### config.mk
export PLATFORM = sky130hd
export DESIGN_NAME = size_class_slab_allocator
export DESIGN_NICKNAME = d
export VERILOG_FILES = /design/src/scsa_pkg.sv /design/src/scsa_datapath.sv /design/src/scsa_ctrl.sv /design/src/size_class_slab_allocator.sv
export SDC_FILE = /design/constraint.sdc
export NUM_CORES = 1
export LEC_CHECK = 0
export BUFFER_PORTS_ARGS = -buffer_cell sky130_fd_sc_hd__buf_2
export CAP_MARGIN = 20
export CELL_PAD_IN_SITES_DETAIL_PLACEMENT = 1
export CELL_PAD_IN_SITES_GLOBAL_PLACEMENT = 1
export CORE_MARGIN = 2
export CORE_UTILIZATION = 54
export CTS_BUF_LIST = sky130_fd_sc_hd__clkbuf_4 sky130_fd_sc_hd__clkbuf_8
export DETAILED_ROUTE_END_ITERATION = 8
export GPL_TIMING_DRIVEN = 1
export PLACE_DENSITY_LB_ADDON = 0.1
export SYNTH_ARGS = -nofsm -noshare
export SYNTH_HDL_FRONTEND = slang
export SYNTH_SLANG_ARGS = --single-unit
### constraint.sdc
create_clock -name clk_i -period 3.93 [get_ports clk_i]
set_input_delay 0 -clock clk_i [delete_from_list [all_inputs] [get_ports clk_i]]
set_output_delay 0 -clock clk_i [all_outputs]
set_load 0.1 [all_outputs]
### src/scsa_pkg.sv
package scsa_pkg;

  typedef enum logic [1:0] {
    FUNC_ALLOC   = 2'd0,
    FUNC_FREE    = 2'd1,
    FUNC_COLLECT = 2'd2,
    FUNC_NOP     = 2'd3
  } func_e;

  typedef enum logic [1:0] {
    ST_OK        = 2'd0,
    ST_TOO_LARGE = 2'd1,
    ST_EXHAUSTED = 2'd2,
    ST_BAD_FREE  = 2'd3
  } status_e;

  typedef struct packed {
    logic [1:0] func;
    logic [7:0] req_size;
    logic [3:0] free_chunk;
    logic [1:0] free_block;
  } req_t;

  typedef struct packed {
    logic [3:0] got_chunk;
    logic [1:0] got_block;
    logic [1:0] size_class;
    logic [1:0] status;
    logic [4:0] freed_count;
  } rsp_t;

  // full free map per class
  function automatic logic [3:0] class_full(input logic [1:0] cls);
    case (cls)
      2'd0:    class_full = 4'hF;
      2'd1:    class_full = 4'h3;
      default: class_full = 4'h1;
    endcase
  endfunction

  // controller to datapath commands
  typedef struct packed {
    logic load;      // capture request, compute class
    logic walk_init; // set cursor to head of class list
    logic walk_step; // test cursor chunk, advance
    logic grab_new;  // take a pool chunk and link it
    logic free_do;   // apply a free
    logic col_init;  // start collect of class col
    logic col_step;  // visit one chunk of class col
    logic col_fin;   // close the kept ring
    logic [1:0] col_cls;
    logic finish;    // build response
  } cmd_t;

  // datapath to controller status
  typedef struct packed {
    logic is_alloc;
    logic is_free;
    logic is_collect;
    logic too_large;
    logic present;   // class list present
    logic hit;       // cursor chunk has a free block
    logic wrapped;   // next cursor returns to head
    logic walk_last; // step count exhausted
  } sts_t;

endpackage

### src/scsa_datapath.sv
module scsa_datapath #(
  parameter int NUM_CHUNKS = 16
) (
  input  logic            clk_i,
  input  logic            rst_ni,
  input  scsa_pkg::req_t  req_i,
  input  scsa_pkg::cmd_t  cmd_i,
  output scsa_pkg::sts_t  sts_o,
  output scsa_pkg::rsp_t  rsp_o
);

  localparam int IW = (NUM_CHUNKS > 1) ? $clog2(NUM_CHUNKS) : 1;
  localparam int CW = $clog2(NUM_CHUNKS + 1);

  // chunk state
  logic [NUM_CHUNKS-1:0] taken_q;
  logic [1:0]            cls_q  [NUM_CHUNKS];
  logic [3:0]            fmap_q [NUM_CHUNKS];
  logic [IW-1:0]         next_q [NUM_CHUNKS];
  logic [IW-1:0]         head_q [3];
  logic [2:0]            pres_q;

  // request and walk registers
  scsa_pkg::req_t req_q;
  logic [1:0]    cls_r_q;
  logic [IW-1:0] cur_q;
  logic [CW-1:0] cnt_q;
  logic [4:0]    freed_q;
  logic [IW-1:0] last_q;     // last kept chunk in collect
  logic [IW-1:0] first_q;    // first kept chunk
  logic          kept_q;
  logic [IW-1:0] tail_q;     // chunk before head for insert
  scsa_pkg::rsp_t rsp_q;

  logic [3:0] m_cur;
  logic [1:0] lb;
  logic [IW-1:0] free_idx;
  logic          pool_full;
  logic          fc_ok;
  logic [IW-1:0] fc;
  logic [3:0]    fbit;
  logic          free_bad;
  logic [1:0]    ccls;

  assign ccls  = cmd_i.col_cls;
  assign m_cur = fmap_q[cur_q] & scsa_pkg::class_full(cls_r_q);
  always_comb begin
    if (m_cur[0])      lb = 2'd0;
    else if (m_cur[1]) lb = 2'd1;
    else if (m_cur[2]) lb = 2'd2;
    else               lb = 2'd3;
  end

  // lowest free pool chunk
  always_comb begin
    free_idx  = '0;
    pool_full = 1'b1;
    for (int i = NUM_CHUNKS - 1; i >= 0; i--) begin
      if (!taken_q[i]) begin
        free_idx  = IW'(i);
        pool_full = 1'b0;
      end
    end
  end

  // free check
  assign fc_ok = ({4'd0, req_q.free_chunk} < 8'(NUM_CHUNKS));
  assign fc    = IW'(req_q.free_chunk);
  assign fbit  = 4'd1 << req_q.free_block;
  assign free_bad = !fc_ok || !taken_q[fc] ||
                    ((scsa_pkg::class_full(cls_q[fc]) & fbit) == 4'd0) ||
                    ((fmap_q[fc] & fbit) != 4'd0);

  // status to controller
  always_comb begin
    sts_o.is_alloc   = (req_q.func == scsa_pkg::FUNC_ALLOC);
    sts_o.is_free    = (req_q.func == scsa_pkg::FUNC_FREE);
    sts_o.is_collect = (req_q.func == scsa_pkg::FUNC_COLLECT);
    sts_o.too_large  = (req_q.req_size > 8'd32);
    sts_o.present    = cmd_i.col_init ? pres_q[ccls] : pres_q[cls_r_q];
    sts_o.hit        = (m_cur != 4'd0);
    sts_o.wrapped    = (next_q[cur_q] == head_q[cmd_i.col_step ? ccls : cls_r_q]);
    sts_o.walk_last  = (cnt_q == CW'(NUM_CHUNKS - 1));
  end

  // state update
  always_ff @(posedge clk_i or negedge rst_ni) begin
    if (!rst_ni) begin
      taken_q <= '0;
      pres_q  <= '0;
    end else begin
      if (cmd_i.grab_new && !pool_full) begin
        taken_q[free_idx] <= 1'b1;
        pres_q[cls_r_q]   <= 1'b1;
      end
      if (cmd_i.col_step &&
          (fmap_q[cur_q] & scsa_pkg::class_full(ccls)) == scsa_pkg::class_full(ccls)) begin
        taken_q[cur_q] <= 1'b0;
      end
      if (cmd_i.col_fin && !kept_q) pres_q[ccls] <= 1'b0;
    end
  end

  // payload registers and link rings
  always_ff @(posedge clk_i) begin
    if (cmd_i.load) begin
      req_q <= req_i;
      if (req_i.req_size <= 8'd8)       cls_r_q <= 2'd0;
      else if (req_i.req_size <= 8'd16) cls_r_q <= 2'd1;
      else                              cls_r_q <= 2'd2;
      freed_q <= '0;
    end
    if (cmd_i.walk_init) begin
      cur_q  <= head_q[cls_r_q];
      tail_q <= head_q[cls_r_q];
      cnt_q  <= '0;
    end
    if (cmd_i.walk_step) begin
      if (sts_o.hit) fmap_q[cur_q] <= fmap_q[cur_q] & ~(4'd1 << lb);
      tail_q <= cur_q;
      cur_q  <= next_q[cur_q];
      cnt_q  <= cnt_q + 1'b1;
    end
    if (cmd_i.grab_new && !pool_full) begin
      cls_q[free_idx]  <= cls_r_q;
      fmap_q[free_idx] <= scsa_pkg::class_full(cls_r_q) & 4'hE;
      head_q[cls_r_q]  <= free_idx;
      if (pres_q[cls_r_q]) begin
        next_q[free_idx] <= head_q[cls_r_q];
        next_q[tail_q]   <= free_idx;
      end else begin
        next_q[free_idx] <= free_idx;
      end
    end
    if (cmd_i.free_do && !free_bad) fmap_q[fc] <= fmap_q[fc] | fbit;
    if (cmd_i.col_init) begin
      cur_q  <= head_q[ccls];
      cnt_q  <= '0;
      kept_q <= 1'b0;
    end
    if (cmd_i.col_step) begin
      if ((fmap_q[cur_q] & scsa_pkg::class_full(ccls)) == scsa_pkg::class_full(ccls)) begin
        freed_q <= freed_q + 5'd1;
      end else begin
        if (kept_q) next_q[last_q] <= cur_q;
        else        first_q <= cur_q;
        last_q <= cur_q;
        kept_q <= 1'b1;
      end
      cur_q <= next_q[cur_q];
      cnt_q <= cnt_q + 1'b1;
    end
    if (cmd_i.col_fin && kept_q) begin
      next_q[last_q] <= first_q;
      head_q[ccls]   <= first_q;
    end
    if (cmd_i.finish) begin
      unique case (req_q.func)
        scsa_pkg::FUNC_ALLOC: begin
          rsp_q <= '{got_chunk: 4'd0, got_block: 2'd0,
                     size_class: sts_o.too_large ? 2'd0 : cls_r_q,
                     status: sts_o.too_large ? scsa_pkg::ST_TOO_LARGE : scsa_pkg::ST_OK,
                     freed_count: 5'd0};
        end
        scsa_pkg::FUNC_FREE: begin
          rsp_q <= '{got_chunk: 4'd0, got_block: 2'd0, size_class: 2'd0,
                     status: free_bad ? scsa_pkg::ST_BAD_FREE : scsa_pkg::ST_OK,
                     freed_count: 5'd0};
        end
        scsa_pkg::FUNC_COLLECT: begin
          rsp_q <= '{got_chunk: 4'd0, got_block: 2'd0, size_class: 2'd0,
                     status: scsa_pkg::ST_OK, freed_count: freed_q};
        end
        default: rsp_q <= '0;
      endcase
    end
    // alloc results written at the hit or grab
    if (cmd_i.walk_step && sts_o.hit) begin
      rsp_q <= '{got_chunk: 4'(cur_q), got_block: lb, size_class: cls_r_q,
                 status: scsa_pkg::ST_OK, freed_count: 5'd0};
    end
    if (cmd_i.grab_new) begin
      rsp_q <= '{got_chunk: pool_full ? 4'd0 : 4'(free_idx), got_block: 2'd0,
                 size_class: cls_r_q,
                 status: pool_full ? scsa_pkg::ST_EXHAUSTED : scsa_pkg::ST_OK,
                 freed_count: 5'd0};
    end
  end

  assign rsp_o = rsp_q;

endmodule

### src/scsa_ctrl.sv
module scsa_ctrl (
  input  logic            clk_i,
  input  logic            rst_ni,
  input  logic            req_valid_i,
  output logic            req_stall_o,
  output logic            rsp_valid_o,
  input  logic            rsp_stall_i,
  input  scsa_pkg::sts_t  sts_i,
  output scsa_pkg::cmd_t  cmd_o
);

  typedef enum logic [2:0] {
    S_IDLE, S_DECODE, S_WALK, S_GRAB, S_CINIT, S_CSTEP, S_CFIN, S_DONE
  } state_e;

  state_e state_q;
  logic [1:0] ccls_q;
  logic       walk_end_q; // walk step found no free block

  assign req_stall_o = (state_q != S_IDLE) || rsp_valid_o;

  // command decode from state
  always_comb begin
    cmd_o = '0;
    cmd_o.col_cls = ccls_q;
    unique case (state_q)
      S_IDLE:   cmd_o.load = req_valid_i && !req_stall_o;
      S_DECODE: begin
        if (sts_i.is_alloc && !sts_i.too_large && sts_i.present) cmd_o.walk_init = 1'b1;
        if (sts_i.is_free) begin
          cmd_o.free_do = 1'b1;
          cmd_o.finish  = 1'b1;
        end
        if (!sts_i.is_alloc && !sts_i.is_free && !sts_i.is_collect) cmd_o.finish = 1'b1;
        if (sts_i.is_alloc && sts_i.too_large) cmd_o.finish = 1'b1;
      end
      S_WALK:   cmd_o.walk_step = 1'b1;
      S_GRAB:   cmd_o.grab_new = 1'b1;
      S_CINIT:  cmd_o.col_init = 1'b1;
      S_CSTEP:  cmd_o.col_step = 1'b1;
      S_CFIN:   begin
        cmd_o.col_fin = 1'b1;
        if (ccls_q == 2'd2) cmd_o.finish = 1'b1;
      end
      default: ;
    endcase
  end

  // sequencer
  always_ff @(posedge clk_i or negedge rst_ni) begin
    if (!rst_ni) begin
      state_q     <= S_IDLE;
      ccls_q      <= 2'd0;
      rsp_valid_o <= 1'b0;
      walk_end_q  <= 1'b0;
    end else begin
      if (rsp_valid_o && !rsp_stall_i) rsp_valid_o <= 1'b0;
      unique case (state_q)
        S_IDLE: if (cmd_o.load) state_q <= S_DECODE;
        S_DECODE: begin
          if (sts_i.is_alloc && !sts_i.too_large) begin
            state_q <= sts_i.present ? S_WALK : S_GRAB;
          end else if (sts_i.is_collect) begin
            ccls_q  <= 2'd0;
            state_q <= S_CINIT;
          end else begin
            state_q <= S_DONE;
          end
        end
        S_WALK: begin
          if (sts_i.hit) state_q <= S_DONE;
          else if (sts_i.wrapped || sts_i.walk_last) state_q <= S_GRAB;
        end
        S_GRAB: state_q <= S_DONE;
        S_CINIT: state_q <= sts_i.present ? S_CSTEP : S_CFIN;
        S_CSTEP: if (sts_i.wrapped || sts_i.walk_last) state_q <= S_CFIN;
        S_CFIN: begin
          if (ccls_q == 2'd2) state_q <= S_DONE;
          else begin
            ccls_q  <= ccls_q + 2'd1;
            state_q <= S_CINIT;
          end
        end
        S_DONE: begin
          rsp_valid_o <= 1'b1;
          state_q     <= S_IDLE;
        end
        default: state_q <= S_IDLE;
      endcase
      walk_end_q <= (state_q == S_WALK) && !sts_i.hit;
    end
  end

  // checks
  a_no_accept_busy: assert property (@(posedge clk_i) disable iff (!rst_ni)
    (state_q != S_IDLE) |-> req_stall_o) else $error("accept while busy");
  a_done_valid: assert property (@(posedge clk_i) disable iff (!rst_ni)
    (state_q == S_DONE) |=> rsp_valid_o) else $error("result lost");
  a_grab_after: assert property (@(posedge clk_i) disable iff (!rst_ni)
    (state_q == S_GRAB) |=> (state_q == S_DONE)) else $error("grab sequence");
  a_walk_end: assert property (@(posedge clk_i) disable iff (!rst_ni)
    walk_end_q |-> (state_q == S_WALK || state_q == S_GRAB)) else $error("walk exit");

endmodule

### src/size_class_slab_allocator.sv
// Slab allocator with 8, 16 and 32 byte size classes over a chunk pool.
// Request channel: req_valid_i / req_stall_o carrying req_i (func, size,
// free chunk and block). Response channel: rsp_valid_o / rsp_stall_i
// carrying rsp_o; every request gives exactly one response.
// One request is handled at a time. From accept to response valid:
//   free, bad size or unused func: decode, then done
//   alloc: decode, a walk step per chunk visited in the class ring
//     (at most NUM_CHUNKS), a grab if a new pool chunk is taken, then done
//   collect: decode, per class an init, a step per linked chunk and a fin, done
// The ring walk visits one chunk per cycle.
// A new request is taken the cycle after the previous response has been
// taken.
// While the receiver stalls, the response holds steady and stays valid.
// Reset empties the pool and all class lists; no clearing pass is needed.
module size_class_slab_allocator #(
  parameter int NUM_CHUNKS = 16
) (
  input  logic           clk_i,
  input  logic           rst_ni,
  input  logic           req_valid_i,
  output logic           req_stall_o,
  input  scsa_pkg::req_t req_i,
  output logic           rsp_valid_o,
  input  logic           rsp_stall_i,
  output scsa_pkg::rsp_t rsp_o
);

  scsa_pkg::cmd_t cmd;
  scsa_pkg::sts_t sts;

  scsa_ctrl u_ctrl (
    .clk_i, .rst_ni, .req_valid_i, .req_stall_o, .rsp_valid_o, .rsp_stall_i,
    .sts_i(sts), .cmd_o(cmd)
  );

  scsa_datapath #(.NUM_CHUNKS(NUM_CHUNKS)) u_dp (
    .clk_i, .rst_ni, .req_i, .cmd_i(cmd), .sts_o(sts), .rsp_o
  );

endmodule

# ---- Word-level counts from Yosys, hierarchy flattened
# Memories as Yosys holds them, arrays and structs flattened. A register that Yosys moved wholly into a read port is not among the register bits.
# Cells that the tools add are included.
dict set report word_totals {
  reg_bits 85
  ramBits 172
  input_bits 20
  out_inout_bits 17
  word_cells 293
  mem_count 4
}
# name depth width read_ports rd_ports_with_merged_regs wr line
set memory_table {}
lappend memory_table {u_dp.fmap_q 16 4 2 2 1 scsa_datapath.sv:18} ;# logic [3:0] fmap_q [NUM_CHUNKS];
lappend memory_table {u_dp.next_q 16 4 1 1 2 scsa_datapath.sv:19} ;# logic [IW-1:0] next_q [NUM_CHUNKS];
lappend memory_table {u_dp.cls_q 16 2 1 1 1 scsa_datapath.sv:17} ;# logic [1:0] cls_q [NUM_CHUNKS];
lappend memory_table {u_dp.head_q 3 4 3 1 1 scsa_datapath.sv:20} ;# logic [IW-1:0] head_q [3];
dict set report classes {
  n_addsub 3
  order_cmp 12
  n_eq_ne 23
  shifts 2
  mux 154
  bitwise 18
  reduce_logical 55
}
# cell n
set ops {}
lappend ops {{$mux W4} 37}
lappend ops {{$mux W1} 68}
lappend ops {{$mux W15} 3}
lappend ops {{$mux W5} 7}
lappend ops {{$mux W16} 2}
lappend ops {{$mux W2} 16}
lappend ops {{$pmux W9 S3} 1}
lappend ops {{$and A4 B4 Y4} 6}
lappend ops {{$pmux W3 S8} 1}
lappend ops {{$pmux W4 S2} 3}
lappend ops {{$mux W3} 7}
lappend ops {{$logic_and A1 B1 Y1} 17}
lappend ops {{$and A16 B16 Y16} 1}
lappend ops {{$not A16 Y16} 1}
lappend ops {{$or A16 B16 Y16} 1}
lappend ops {{$reduce_or A4 Y1} 4}
lappend ops {{$lt A4 B5 Y1 const B} 3}
lappend ops {{$eq A3 B3 Y1 const B} 4}
lappend ops {{$eq A4 B4 Y1} 3}
lappend ops {{$reduce_bool A4 Y1} 3}
lappend ops {{$add A5 B1 Y5 const B} 2}
lappend ops {{$logic_not A1 Y1} 10}
lappend ops {{$demux W1 S4} 2}
lappend ops {{$eq A2 B1 Y1 const B} 4}
lappend ops {{other kinds (37)} 61}

# ---- Depth between registers and ports, before layout
# Gate-level depths: netlist of run 1.
dict set report depth {
  depth_word 24
  ltp_mapped 12
  ltp_nobuf 9
}

# ---- Hierarchy
# A second synthesis of run 1 with hierarchy kept.
dict set report hier_totals {
  hier_cells 1298
  hier_area_um2 15433.6
}
# mod n_inst cells_per_inst area_per_inst_um2 seq_area_each_um2
set by_module_without_submodules {}
lappend by_module_without_submodules {scsa_datapath 1 1231 14943.1 7512.2}
lappend by_module_without_submodules {scsa_ctrl 1 67 490.5 150.1}

# ---- Worst setup path after synthesis of run 1
# OpenSTA, ideal clock, no wires.
dict set report synth_path {
  path_type {register to register}
  from {register (tool-made name)}
  to {memory u_dp.fmap_q[0][2], data pin}
  setup_ns 0.291
  arrival_ns 2.861
  t_required_ns 3.639
  path_slack_ns 0.777
  stages_incl_launch_ff 11
  n_path_buf 3
  synth_period_minus_slack_ns 3.153
  path_cell_list {dfxtp_1 > buf_2 > buf_4 > mux4_2 > mux2i_1 > mux2i_1 > a22oi_1 > and3_1 > nand4b_1 > buf_2 > a21oi_1}
}
# element line
set synth_rtl {}
lappend synth_rtl {{end: declaration} scsa_datapath.sv:18}

==> metrics, run 1 <==
result of the run=completed; post-synth cell types=76; net count reported at finish=1190; prevailing post-synth register cell=sky130_fd_sc_hd__edfxtp_1; Inserted Diodes=0; commonest non-fill, non-tap cell in the layout=sky130_fd_sc_hd__edfxtp_1; clock-pin transition on the worst setup and hold timing paths=0.06 ns; highest fanout seen on the critical path=10; final critical delay including setup and external delays=3.838 ns; startpoint type of the worst setup path=flip-flop; synthesized net count=1104; WL final=41.86 mm; utilization after layout=0.6286; mean instance size in the synthesized netlist=12.56 um^2; via count of the routed design=10020; Worst-Skew Late Latency=0.56 ns; data arrival time of the critical path=4.05 ns; unrepaired setup endpoints after global routing=no; maximum level of the CTS H-tree=2; number of antenna violations at the first check in global routing=0; critical path data required time=4.14 ns; EDFF count, synth=219; Final Hold Fails=0; routability-driven placement congestion ratio=0.8906; Die Y-Extent=162.4 um; maxcap violations=0; fraction of layout instances using a drive strength above 1=0.2088; signed area change from the synthesized netlist to the final layout=13.53%; worst voltage drop across the vdd grid=0.8300 mV; Initial Utilization=0.5536; sequential element share of the synthesized area=0.5658; flop and latch count out of synthesis=267; Static Leakage=5.734 nW; residual DRC count=0; Die Area=0.02636 mm^2; number of clock buffers inserted by TritonCTS=46; pins over their slew limit=0; final setup fails=0; actual transition at the worst max-transition pin=0.9696 ns; hold slack=0.1618 ns; final HPWL from detailed placement=29.72 mm; TritonCTS clock tree=built; Critical Path End Type=flip-flop; maximum buffer depth of the clock tree=3; power density of the placed cells=757.4 mW/mm^2; Worst Slack Setup Final=0.09201 ns; Synthesis Warnings=0; critical path class=reg -> reg; via count of the first global-routing pass=10570; tightest slew margin relative to the limit=0.3493; DRC marker count from the first detailed-route iteration=798; ys async rst share=0.09363; area of the mapped netlist=0.01354 mm^2; TritonRoute pass-1 iters=6; largest clock skew in the final design=0.01677 ns; Gate Count Post-Synth=1078; number of sinks handled by clock tree synthesis=267; worst slack at placement=0.02780 ns; Peak Freq=260.6 MHz; vias per inst=6.568; Hold/Removal Path Class=in -> reg; IO Pins=37; final antenna-violating net count=0; setup TNS=0 ns; wire per inst=27.43 um; GRT overflow=0; global-route total usage across every layer=0.3242; core footprint=0.02446 mm^2; first-pass GRT wire length=63.85 mm; Placement Rows=57; die boundary width=162.4 um; pin count of the biggest net entering global routing=25; CTS root buffer=sky130_fd_sc_hd__clkbuf_8; IO buf count=36; part of the cycle the worst path needs=0.9766; commonest non-fill, non-tap cells in the layout=219 x sky130_fd_sc_hd__edfxtp_1, 141 x sky130_fd_sc_hd__nor2_1, 83 x sky130_fd_sc_hd__nand2_1; R2R Setup Slk=0.09 ns
==> cells by family (layout without fill, tap and decap cells) <==
family          after synthesis  after routing  share of synthesized area
flops                       267            267                     0.5658
compound gates              228            228                     0.1110
xor+xnor                      8              8                   0.005174
simple gates                324            324                     0.1078
buf+inv                      89            213                    0.03086
fa+ha+maj                     6              6                   0.005543
mux                         156            156                     0.1738
==> layer usage <==
layer  track usage  part of all wire
met5             0                 0
met3       0.04278             0.070
met1        0.4416              0.41
met4       0.08608             0.022
met2        0.5553              0.50
==> through the flow <==
| step | cell area [um^2] | cells | power (mW) |
|---|---|---|---|
| after global placement | 14170 | 1419 | 8.724 |
| after CTS | 15360 | 1525 | 11.56 |
| after detailed placement | 14170 | 1419 | 8.898 |
| after floorplan | 13540 | 1078 | 7.328 |
| after global routing | 15380 | 1526 | 12.07 |
| final | 15380 | 1526 | 11.65 |
==> area by class of cell <==
type / instances / area (um^2)
clock buffer: 78 / 948.4
sequential: 267 / 7665
timing repair buffer: 103 / 753.2
fill: 2400 / 9086
tap: 324 / 405.4
multi-input combinational: 722 / 5472
clock inverter: 8 / 42.54
inverter: 24 / 90.09
==> worst max-delay path: stages, from the launching register on <==
cell and delay [ns]:
sky130_fd_sc_hd__dfxtp_2 0.51, sky130_fd_sc_hd__buf_4 0.23, sky130_fd_sc_hd__nand2b_1 0.18, sky130_fd_sc_hd__o221ai_1 0.14, sky130_fd_sc_hd__mux2_2 0.37, sky130_fd_sc_hd__a311oi_1 0.48
sky130_fd_sc_hd__o21ai_1 0.20, sky130_fd_sc_hd__buf_4 0.19, sky130_fd_sc_hd__o22ai_1 0.45, sky130_fd_sc_hd__a2bb2oi_1 0.31, sky130_fd_sc_hd__nor2_1 0.42
==> worst paths after layout <==
| check | cells after the start | start | endpoint |
|---|---|---|---|
| min in group asynchronous | 3 | rst_ni | u_dp.taken_q[12] |
| worst min register to register | 1 | u_dp.rsp_o[0] | u_dp.rsp_o[0] |
| worst max-delay path | 10 | flip-flop | u_dp.fmap_q[7][2] |
| worst min-delay path | 2 | req_i[0] | u_dp.req_q[0] |
| worst max register to register | 10 | flip-flop | u_dp.fmap_q[7][2] |
| max in group asynchronous | 5 | rst_ni | u_dp.taken_q[4] |
==> cells in the mapped netlist (11+ instances only) <==
cell type | instances | area [um^2]
sky130_fd_sc_hd__a21oi_1 | 71 | 355.3
sky130_fd_sc_hd__a22o_1 | 13 | 113.9
sky130_fd_sc_hd__a31oi_1 | 13 | 81.33
sky130_fd_sc_hd__buf_2 | 17 | 85.08
sky130_fd_sc_hd__clkbuf_1 | 36 | 135.1
sky130_fd_sc_hd__dfrtp_1 | 25 | 625.6
sky130_fd_sc_hd__dfxtp_1 | 23 | 460.4
sky130_fd_sc_hd__edfxtp_1 | 219 | 6576
sky130_fd_sc_hd__inv_1 | 22 | 82.58
sky130_fd_sc_hd__mux2_2 | 15 | 168.9
sky130_fd_sc_hd__mux2i_1 | 75 | 750.7
sky130_fd_sc_hd__mux4_2 | 47 | 1059
sky130_fd_sc_hd__nand2_1 | 83 | 311.6
sky130_fd_sc_hd__nand2b_1 | 12 | 75.07
sky130_fd_sc_hd__nand3_1 | 12 | 60.06
sky130_fd_sc_hd__nor2_1 | 142 | 533.0
sky130_fd_sc_hd__nor2b_1 | 11 | 68.82
sky130_fd_sc_hd__nor3_1 | 18 | 90.09
sky130_fd_sc_hd__o21ai_0 | 27 | 135.1
sky130_fd_sc_hd__o21ai_1 | 19 | 95.09
sky130_fd_sc_hd__o22ai_1 | 12 | 75.07
==> where the power goes <==
group          total (mW)  leakage, nW  switching, mW  internal, mW
sequential           4.26         2.54          0.477          3.79
clock                2.65        0.537           1.14          1.52
combinational        4.73         2.66           3.11          1.61
total                11.6         5.73           4.72          6.92
==> sequential cells by signal, summed over array words and instances (netlist names), named ones only <==
register	flops
u_dp.head_q	12
u_dp.last_q	4
u_dp.next_q	64
u_ctrl.rsp_valid_o	1
u_dp.rsp_o	15
u_dp.fmap_q	64
u_dp.cur_q	4
u_dp.pres_q	3
u_dp.cls_r_q	2
u_dp.taken_q	16
u_ctrl.state_q	3
u_dp.kept_q	1
u_dp.tail_q	4
u_dp.first_q	4
u_dp.req_q	12
u_dp.cnt_q	5
u_dp.fc	4
u_dp.freed_q	5
u_ctrl.ccls_q	2
u_dp.cls_q	32
==> what timing repair did <==
action                                 4_1_cts  5_1_grt
resized for setup                            1        1
setup endpoints to repair                    4        4
buffers inserted                             0        0
endpoints found under the hold margin       48        0
hold buffers                                20        0
pin swaps                                    0        0
No activity file was read; power rests on OpenSTA's default activity.
==> inputs of run 2 (changes only) <==
--- a/config.mk
+++ b/config.mk
@@ -10,8 +10,7 @@
 export CELL_PAD_IN_SITES_DETAIL_PLACEMENT = 1
 export CELL_PAD_IN_SITES_GLOBAL_PLACEMENT = 1
 export CORE_MARGIN = 2
-export CORE_UTILIZATION = 54
-export CTS_BUF_LIST = sky130_fd_sc_hd__clkbuf_4 sky130_fd_sc_hd__clkbuf_8
+export CORE_UTILIZATION = 52
 export DETAILED_ROUTE_END_ITERATION = 8
 export GPL_TIMING_DRIVEN = 1
 export PLACE_DENSITY_LB_ADDON = 0.1
==> run 2 against run 1 <==
Net effect: register-to-register slack better by 0.07 ns; critical path type unchanged; clock skew is 0.0049 ns lower; via count shrank 3.7%; largest cell class unchanged.
==> metrics, run 2 (same netlist as run 1, synthesis figures left out) <==
result of the run=completed; final antenna-violating net count=0 (unchanged); signed area change from the synthesized netlist to the final layout=13.11%; pins over their slew limit=0 (unchanged); Inserted Diodes=0 (unchanged); number of post-CTS setup repair buffers=0 (unchanged); data arrival time of the critical path=3.98 ns (-0.07 ns); final HPWL from detailed placement=28.98 mm (-2.5%); wire per inst=26.68 um (-2.7%); fraction of layout instances using a drive strength above 1=0.1842 (-0.02465); startpoint type of the worst setup path=flip-flop; placed cell area=0.01416 mm^2 (about the same); global-route total usage across every layer=0.2996 (-0.02462); worst voltage drop across the vdd grid=0.6803 mV (-18%); first-pass GRT wire length=61.06 mm (-4.4%); peak per-stage delay on the critical path=0.51 ns (about the same); part of the cycle the worst path needs=0.9599 (-0.01665); power density of the placed cells=759.2 mW/mm^2 (+0.24%); number of fill cells in the layout=2603 (+8.5%); CTS root buffer=sky130_fd_sc_hd__clkbuf_16; switching power=4.620 mW (-2.2%); net count reported at finish=1167 (-1.9%); registers with the most flip-flops=u_dp.fmap_q x64, u_dp.next_q x64, u_dp.cls_q x32; part of the total power dissipated in sequential elements=0.366 (about the same); final setup fails=0 (unchanged); number of clock buffers inserted by TritonCTS=27 (-41%); number of sinks handled by clock tree synthesis=267 (unchanged); maximum buffer depth of the clock tree=3 (unchanged); R2R Setup Slk=0.16 ns (+0.07 ns); most frequent cell on the critical path=sky130_fd_sc_hd__buf_4; Critical Path End Type=flip-flop; maximum level of the CTS H-tree=1 (-1); actual transition at the worst max-transition pin=1.032 ns (+0.06191 ns); Reg2Reg Depth=10 (unchanged); Placement Rows=59 (+3.5%); core footprint=0.02584 mm^2 (+5.6%); GRT overflow=0 (unchanged); Comb pwr share=0.399 (-0.007); die boundary width=165.4 um (+1.9%); Static Leakage=5.633 nW (-1.8%); switching part of the total power=0.3972 (-0.008396); Die Area=0.02735 mm^2 (+3.7%); Die Y-Extent=165.4 um (+1.9%); TritonCTS clock tree=built; number of antenna violations at the first check in global routing=0 (unchanged); critical path data required time=4.14 ns (about the same); Hold/Removal Path Class=in -> async; WL final=39.95 mm (-4.6%); cell with the largest stage delay on the worst path=sky130_fd_sc_hd__dfxtp_1; Initial Utilization=0.5242 (-0.02946); TritonRoute pass-1 iters=5 (-1); tightest slew margin relative to the limit=0.3123 (-0.03693); Peak Freq=265.1 MHz (+1.7%); final critical delay including setup and external delays=3.773 ns (-0.06544 ns); residual DRC count=0 (unchanged); clock-pin transition on the worst setup and hold timing paths=0.06 ns (about the same); commonest non-fill, non-tap cells in the layout=219 x sky130_fd_sc_hd__edfxtp_1, 135 x sky130_fd_sc_hd__nor2_1, 83 x sky130_fd_sc_hd__nand2_1; number of cells in the design after placement=1428 (+0.63%); via count of the routed design=9656 (-3.7%); vias per inst=6.450 (-1.8%); pin count of the biggest net entering global routing=26 (+4.0%); IO buf count=36 (unchanged); Final Hold Fails=0 (unchanged); commonest non-fill, non-tap cell in the layout=sky130_fd_sc_hd__edfxtp_1; DRC marker count from the first detailed-route iteration=744 (-6.8%); cells along the critical path=buf_4 > nand2b_1 > o221ai_1 > mux2_2 > a311oi_2 > o21ai_1 > buf_4 > o22ai_1 > a2bb2oi_1 > nor2_1; largest clock skew in the final design=0.01185 ns (-0.004917 ns); highest fanout seen on the critical path=13 (+3); setup TNS=0 ns (unchanged); internal power=7.010 mW (+1.3%); Non-Filler Instances=1497 (-1.9%); maxcap violations=0 (unchanged); IO Pins=37 (unchanged); routability-driven placement congestion ratio=0.8671 (-2.6%); Worst-Skew Late Latency=0.55 ns (about the same); critical path class=reg -> reg; R2R Path End=u_dp.fmap_q[6][3]; clock group share of total power=0.235 (+0.007); post-route design area=0.01532 mm^2 (-0.37%); via count of the first global-routing pass=10030 (-5.1%)
## run 2: changes by cell type in the layout (fill, tap and decap cells not counted), sizes merged
cell / previous run / this run
clkinvlp: 1 / 2
bufinv: 0 / 4
dlygate4sd3: 20 / 18
clkbuf: 78 / 37
inv: 23 / 24
buf: 83 / 81
clkinv: 8 / 7
## run 2: worst max path at each step
| stage | startpoint | to | slack [ns] | cells after the start |
|---|---|---|---|---|
| after detailed placement | flip-flop | u_dp.fmap_q[4][2] | 0.09 | 10 |
| after global placement | flip-flop | u_dp.fmap_q[4][2] | 0.1 | 10 |
| after floorplan | flip-flop | u_dp.fmap_q[0][2] | 0.78 | 10 |
| final | flip-flop | u_dp.fmap_q[6][3] | 0.16 | 10 |
| after global routing | flip-flop | u_dp.next_q[3][0] | -0.0000009 | 8 |
| after CTS | flip-flop | u_dp.fmap_q[4][0] | 0.02 | 10 |
## run 2: timing repair
item                                    in CTS  in global routing
hold buffers                                18                  0
endpoints found under the setup margin       0                 48
gates resized for setup                      0                  9
hold endpoints to repair                    49                  0
## run 2: layer usage
layer  up-vias  share of wire  GRT usage
met1      4984           0.42     0.4166
met2       361           0.50     0.5055
met5         -              0          0
li1       4259              -          -
met3        52          0.066    0.04121
met4         0          0.020    0.06897
## run 2: per-stage QoR
stage / hold slack, ns / worst slack, ns / util / power [mW]
2_1_floorplan: -0.2956 / 0.7773 / - / 7.328
3_3_place_gp: 0.04708 / 0.09594 / 0.5482 / 8.697
3_5_place_dp: 0.06007 / 0.08537 / 0.5482 / 8.819
4_1_cts: 0.01590 / 0.02288 / 0.5914 / 11.56
5_1_grt: 0.08650 / -0.0000008882 / 0.5929 / 12.11
6_report: 0.04087 / 0.1575 / 0.5929 / 11.63
## run 2: power by group through the flow
stage	registers (mW)	logic [mW]	clock network, mW
6_report	4.25	4.65	2.73
5_1_grt	4.29	4.96	2.86
4_1_cts	4.24	4.56	2.76
3_5_place_dp	4.29	4.53	0
3_3_place_gp	4.27	4.42	0
2_1_floorplan	4.41	2.92	0
## run 2: cell type report
cell class	instances	area [um^2]	share of cell area
Clock inverter	13	172.7	0.01127
Tap cell	335	419.2	0.02736
Sequential cell	267	7664	0.5003
Clock buffer	37	763.2	0.04982
Timing Repair Buffer	99	710.7	0.04639
Inverter	24	90.09	0.005881
Multi-Input combinational cell	722	5499	0.3590
## run 2: critical path, delay by kind of cell, from the launching register on
family,cells,cell delay [ns]
DFF,1,0.51
and+or+nand+nor,2,0.59
buffers and inverters,2,0.49
muxes,1,0.37
AOI/OAI and AO/OA,5,1.48
==> inputs of run 3 (changes only) <==
--- a/config.mk
+++ b/config.mk
@@ -14,6 +14,7 @@
 export DETAILED_ROUTE_END_ITERATION = 8
 export GPL_TIMING_DRIVEN = 1
 export PLACE_DENSITY_LB_ADDON = 0.1
+export SETUP_SLACK_MARGIN = 0.2
 export SYNTH_ARGS = -nofsm -noshare
 export SYNTH_HDL_FRONTEND = slang
 export SYNTH_SLANG_ARGS = --single-unit
==> run 3 against run 2 <==
Net effect: clock power about the same; cell area increased by 0.42%; maximum frequency increased by 6.5%; non-clock buffer count decreased by 1; largest power group unchanged; flip-flop and latch count unchanged; critical endpoint is now u_dp.next_q[0][1].
==> metrics, run 3 (same netlist as run 1, synthesis figures left out) <==
maximum level of the CTS H-tree=1 (unchanged); wire per inst=26.75 um (+0.26%); peak per-stage delay on the critical path=0.61 ns (+0.10 ns); part of the cycle the worst path needs=0.9016 (-0.05833); via count of the routed design=9647 (-0.093%); Inserted Diodes=0 (unchanged); registers with the most flip-flops=u_dp.fmap_q x64, u_dp.next_q x64, u_dp.cls_q x32; core footprint=0.02584 mm^2 (unchanged); residual DRC count=0 (unchanged); via count of the first global-routing pass=10020 (-0.050%); critical path class=reg -> reg; TritonRoute pass-1 iters=6 (+1); placed cell area=0.01416 mm^2 (unchanged); cells along the critical path=mux2_2 > mux4_2 > o22ai_1 > nor2_1 > a31oi_4 > nor2_1 > a31oi_1 > o21ai_1; final setup fails=0 (unchanged); net count reported at finish=1166 (-0.086%); number of sinks handled by clock tree synthesis=267 (unchanged); Worst-Skew Late Latency=0.55 ns (about the same); worst voltage drop across the vdd grid=0.6801 mV (about the same); IO buf count=36 (unchanged); R2R Setup Slk=0.39 ns (+0.23 ns); first-pass GRT wire length=61.07 mm (about the same); CTS root buffer=sky130_fd_sc_hd__clkbuf_16; post-route design area=0.01538 mm^2 (+0.42%); Placement Rows=59 (unchanged); pin count of the biggest net entering global routing=26 (unchanged); number of clock buffers inserted by TritonCTS=27 (unchanged); unrepaired setup endpoints after global routing=no; DRC marker count from the first detailed-route iteration=841 (+13%); routability-driven placement congestion ratio=0.8671 (unchanged); largest clock skew in the final design=0.01463 ns (+0.002782 ns); number of post-CTS setup repair buffers=0 (unchanged); power density of the placed cells=760.8 mW/mm^2 (+0.21%); Hold/Removal Path Class=in -> async; Critical Path End Type=flip-flop; global-route total usage across every layer=0.2997 (about the same); WL final=40.02 mm (+0.19%); vias per inst=6.449 (about the same); number of antenna violations at the first check in global routing=0 (unchanged); Die Y-Extent=165.4 um (unchanged); critical path data required time=4.17 ns (+0.03 ns); final critical delay including setup and external delays=3.543 ns (-0.2293 ns); Static Leakage=5.635 nW (about the same); Final Hold Fails=0 (unchanged); most frequent cell on the critical path=sky130_fd_sc_hd__nor2_1; Peak Freq=282.2 MHz (+6.5%); startpoint type of the worst setup path=flip-flop; TritonCTS clock tree=built; Initial Utilization=0.5242 (unchanged); maxcap violations=0 (unchanged); signed area change from the synthesized netlist to the final layout=13.59%; commonest non-fill, non-tap cell in the layout=sky130_fd_sc_hd__edfxtp_1; wire length on met1=16.86 mm (+1.2%); Detail Route met3 WL=2.519 mm (-4.5%); final HPWL from detailed placement=28.98 mm (unchanged); PnR Total Power=11.70 mW (+0.63%); maximum buffer depth of the clock tree=3 (unchanged); GRT overflow=0 (unchanged); die boundary width=165.4 um (unchanged); setup TNS=0 ns (unchanged); DR top layer=met4; actual transition at the worst max-transition pin=1.001 ns (-0.03048 ns); clock-pin transition on the worst setup and hold timing paths=0.06 ns (about the same); fraction of layout instances using a drive strength above 1=0.1912 (+0.007049); data arrival time of the critical path=3.79 ns (-0.19 ns); final antenna-violating net count=0 (unchanged); result of the run=completed; IO Pins=37 (unchanged); cell with the largest stage delay on the worst path=sky130_fd_sc_hd__dfxtp_1; Die Area=0.02735 mm^2 (unchanged); detailed-routed wire length on met2=19.82 mm (-0.16%); highest fanout seen on the critical path=11 (-2); tightest slew margin relative to the limit=0.3326 (+0.02032); commonest non-fill, non-tap cells in the layout=219 x sky130_fd_sc_hd__edfxtp_1, 132 x sky130_fd_sc_hd__nor2_1, 83 x sky130_fd_sc_hd__nand2_1; hold slack=0.03500 ns (-0.005868 ns); pins over their slew limit=0 (unchanged)
run 3: cell types whose count changed in the layout (fill, tap and decap cells not counted), moves of 2 or more:
| cell | before | now |
|---|---|---|
| sky130_fd_sc_hd__a221oi_2 | 4 | 1 |
| sky130_fd_sc_hd__a221oi_4 | 0 | 3 |
| sky130_fd_sc_hd__nor2_1 | 135 | 132 |
| sky130_fd_sc_hd__nor2_2 | 7 | 10 |
| sky130_fd_sc_hd__dfxtp_1 | 22 | 20 |
| sky130_fd_sc_hd__dfxtp_2 | 1 | 3 |
run 3: layer usage:
metal  global-route usage  vias up
met4              0.06897        0
li1                     -     4261
met5                    0        -
met3              0.04121       60
met2               0.5070      364
met1               0.4156     4962
run 3: report_power, final:
part	switching [mW]	internal, mW	leakage, nW	total (mW)
clock network	1.12	1.62	0.457	2.74
logic	3.08	1.63	2.64	4.71
registers	0.469	3.79	2.54	4.26
run 3: area by class of cell:
class,count,area [um^2]
inverters,24,90.09
clock buffers,37,763.2
fillers,2600,10450
multi-input cells,722,5569
clock inverters,13,172.7
repair buffers,98,703.2
flip-flops and latches,267,7666
well taps,335,419.2
run 3: critical path, delay by kind of cell, from the launching register on:
family / cells / cell delay [ns]
AO/OA/AOI/OAI: 4 / 1.45
flip-flops: 1 / 0.61
multiplexers: 2 / 0.93
AND/OR/NAND/NOR: 2 / 0.24
run 3: per-stage QoR:
| step | setup slack [ns] | std cells | util |
|---|---|---|---|
| floorplan | 0.7773 | 1078 | - |
| global route | 0.2079 | 1496 | 0.5954 |
| detailed placement | 0.08537 | 1428 | 0.5482 |
| global placement | 0.09594 | 1428 | 0.5482 |
| CTS | 0.2071 | 1496 | 0.5924 |
| finish | 0.3867 | 1496 | 0.5954 |
run 3: final timing paths:
check	end	cells after the start	start
max in group asynchronous	u_ctrl.state_q[1]	2	rst_ni
worst max-delay path	u_dp.next_q[0][1]	8	flip-flop
worst min-delay path	u_dp.taken_q[12]	2	rst_ni
worst max register to register	u_dp.next_q[0][1]	8	flip-flop
min in group clk_i	flip-flop	4	req_valid_i
worst min register to register	u_dp.rsp_o[1]	1	u_dp.rsp_o[1]
run 3: repair_timing:
action / 4_1_cts / 5_1_grt
hold buffers: 18 / 0
pin swaps: 0 / 0
hold endpoints to repair: 49 / 0
gates resized for setup: 8 / 14
endpoints found under the setup margin: 48 / 109
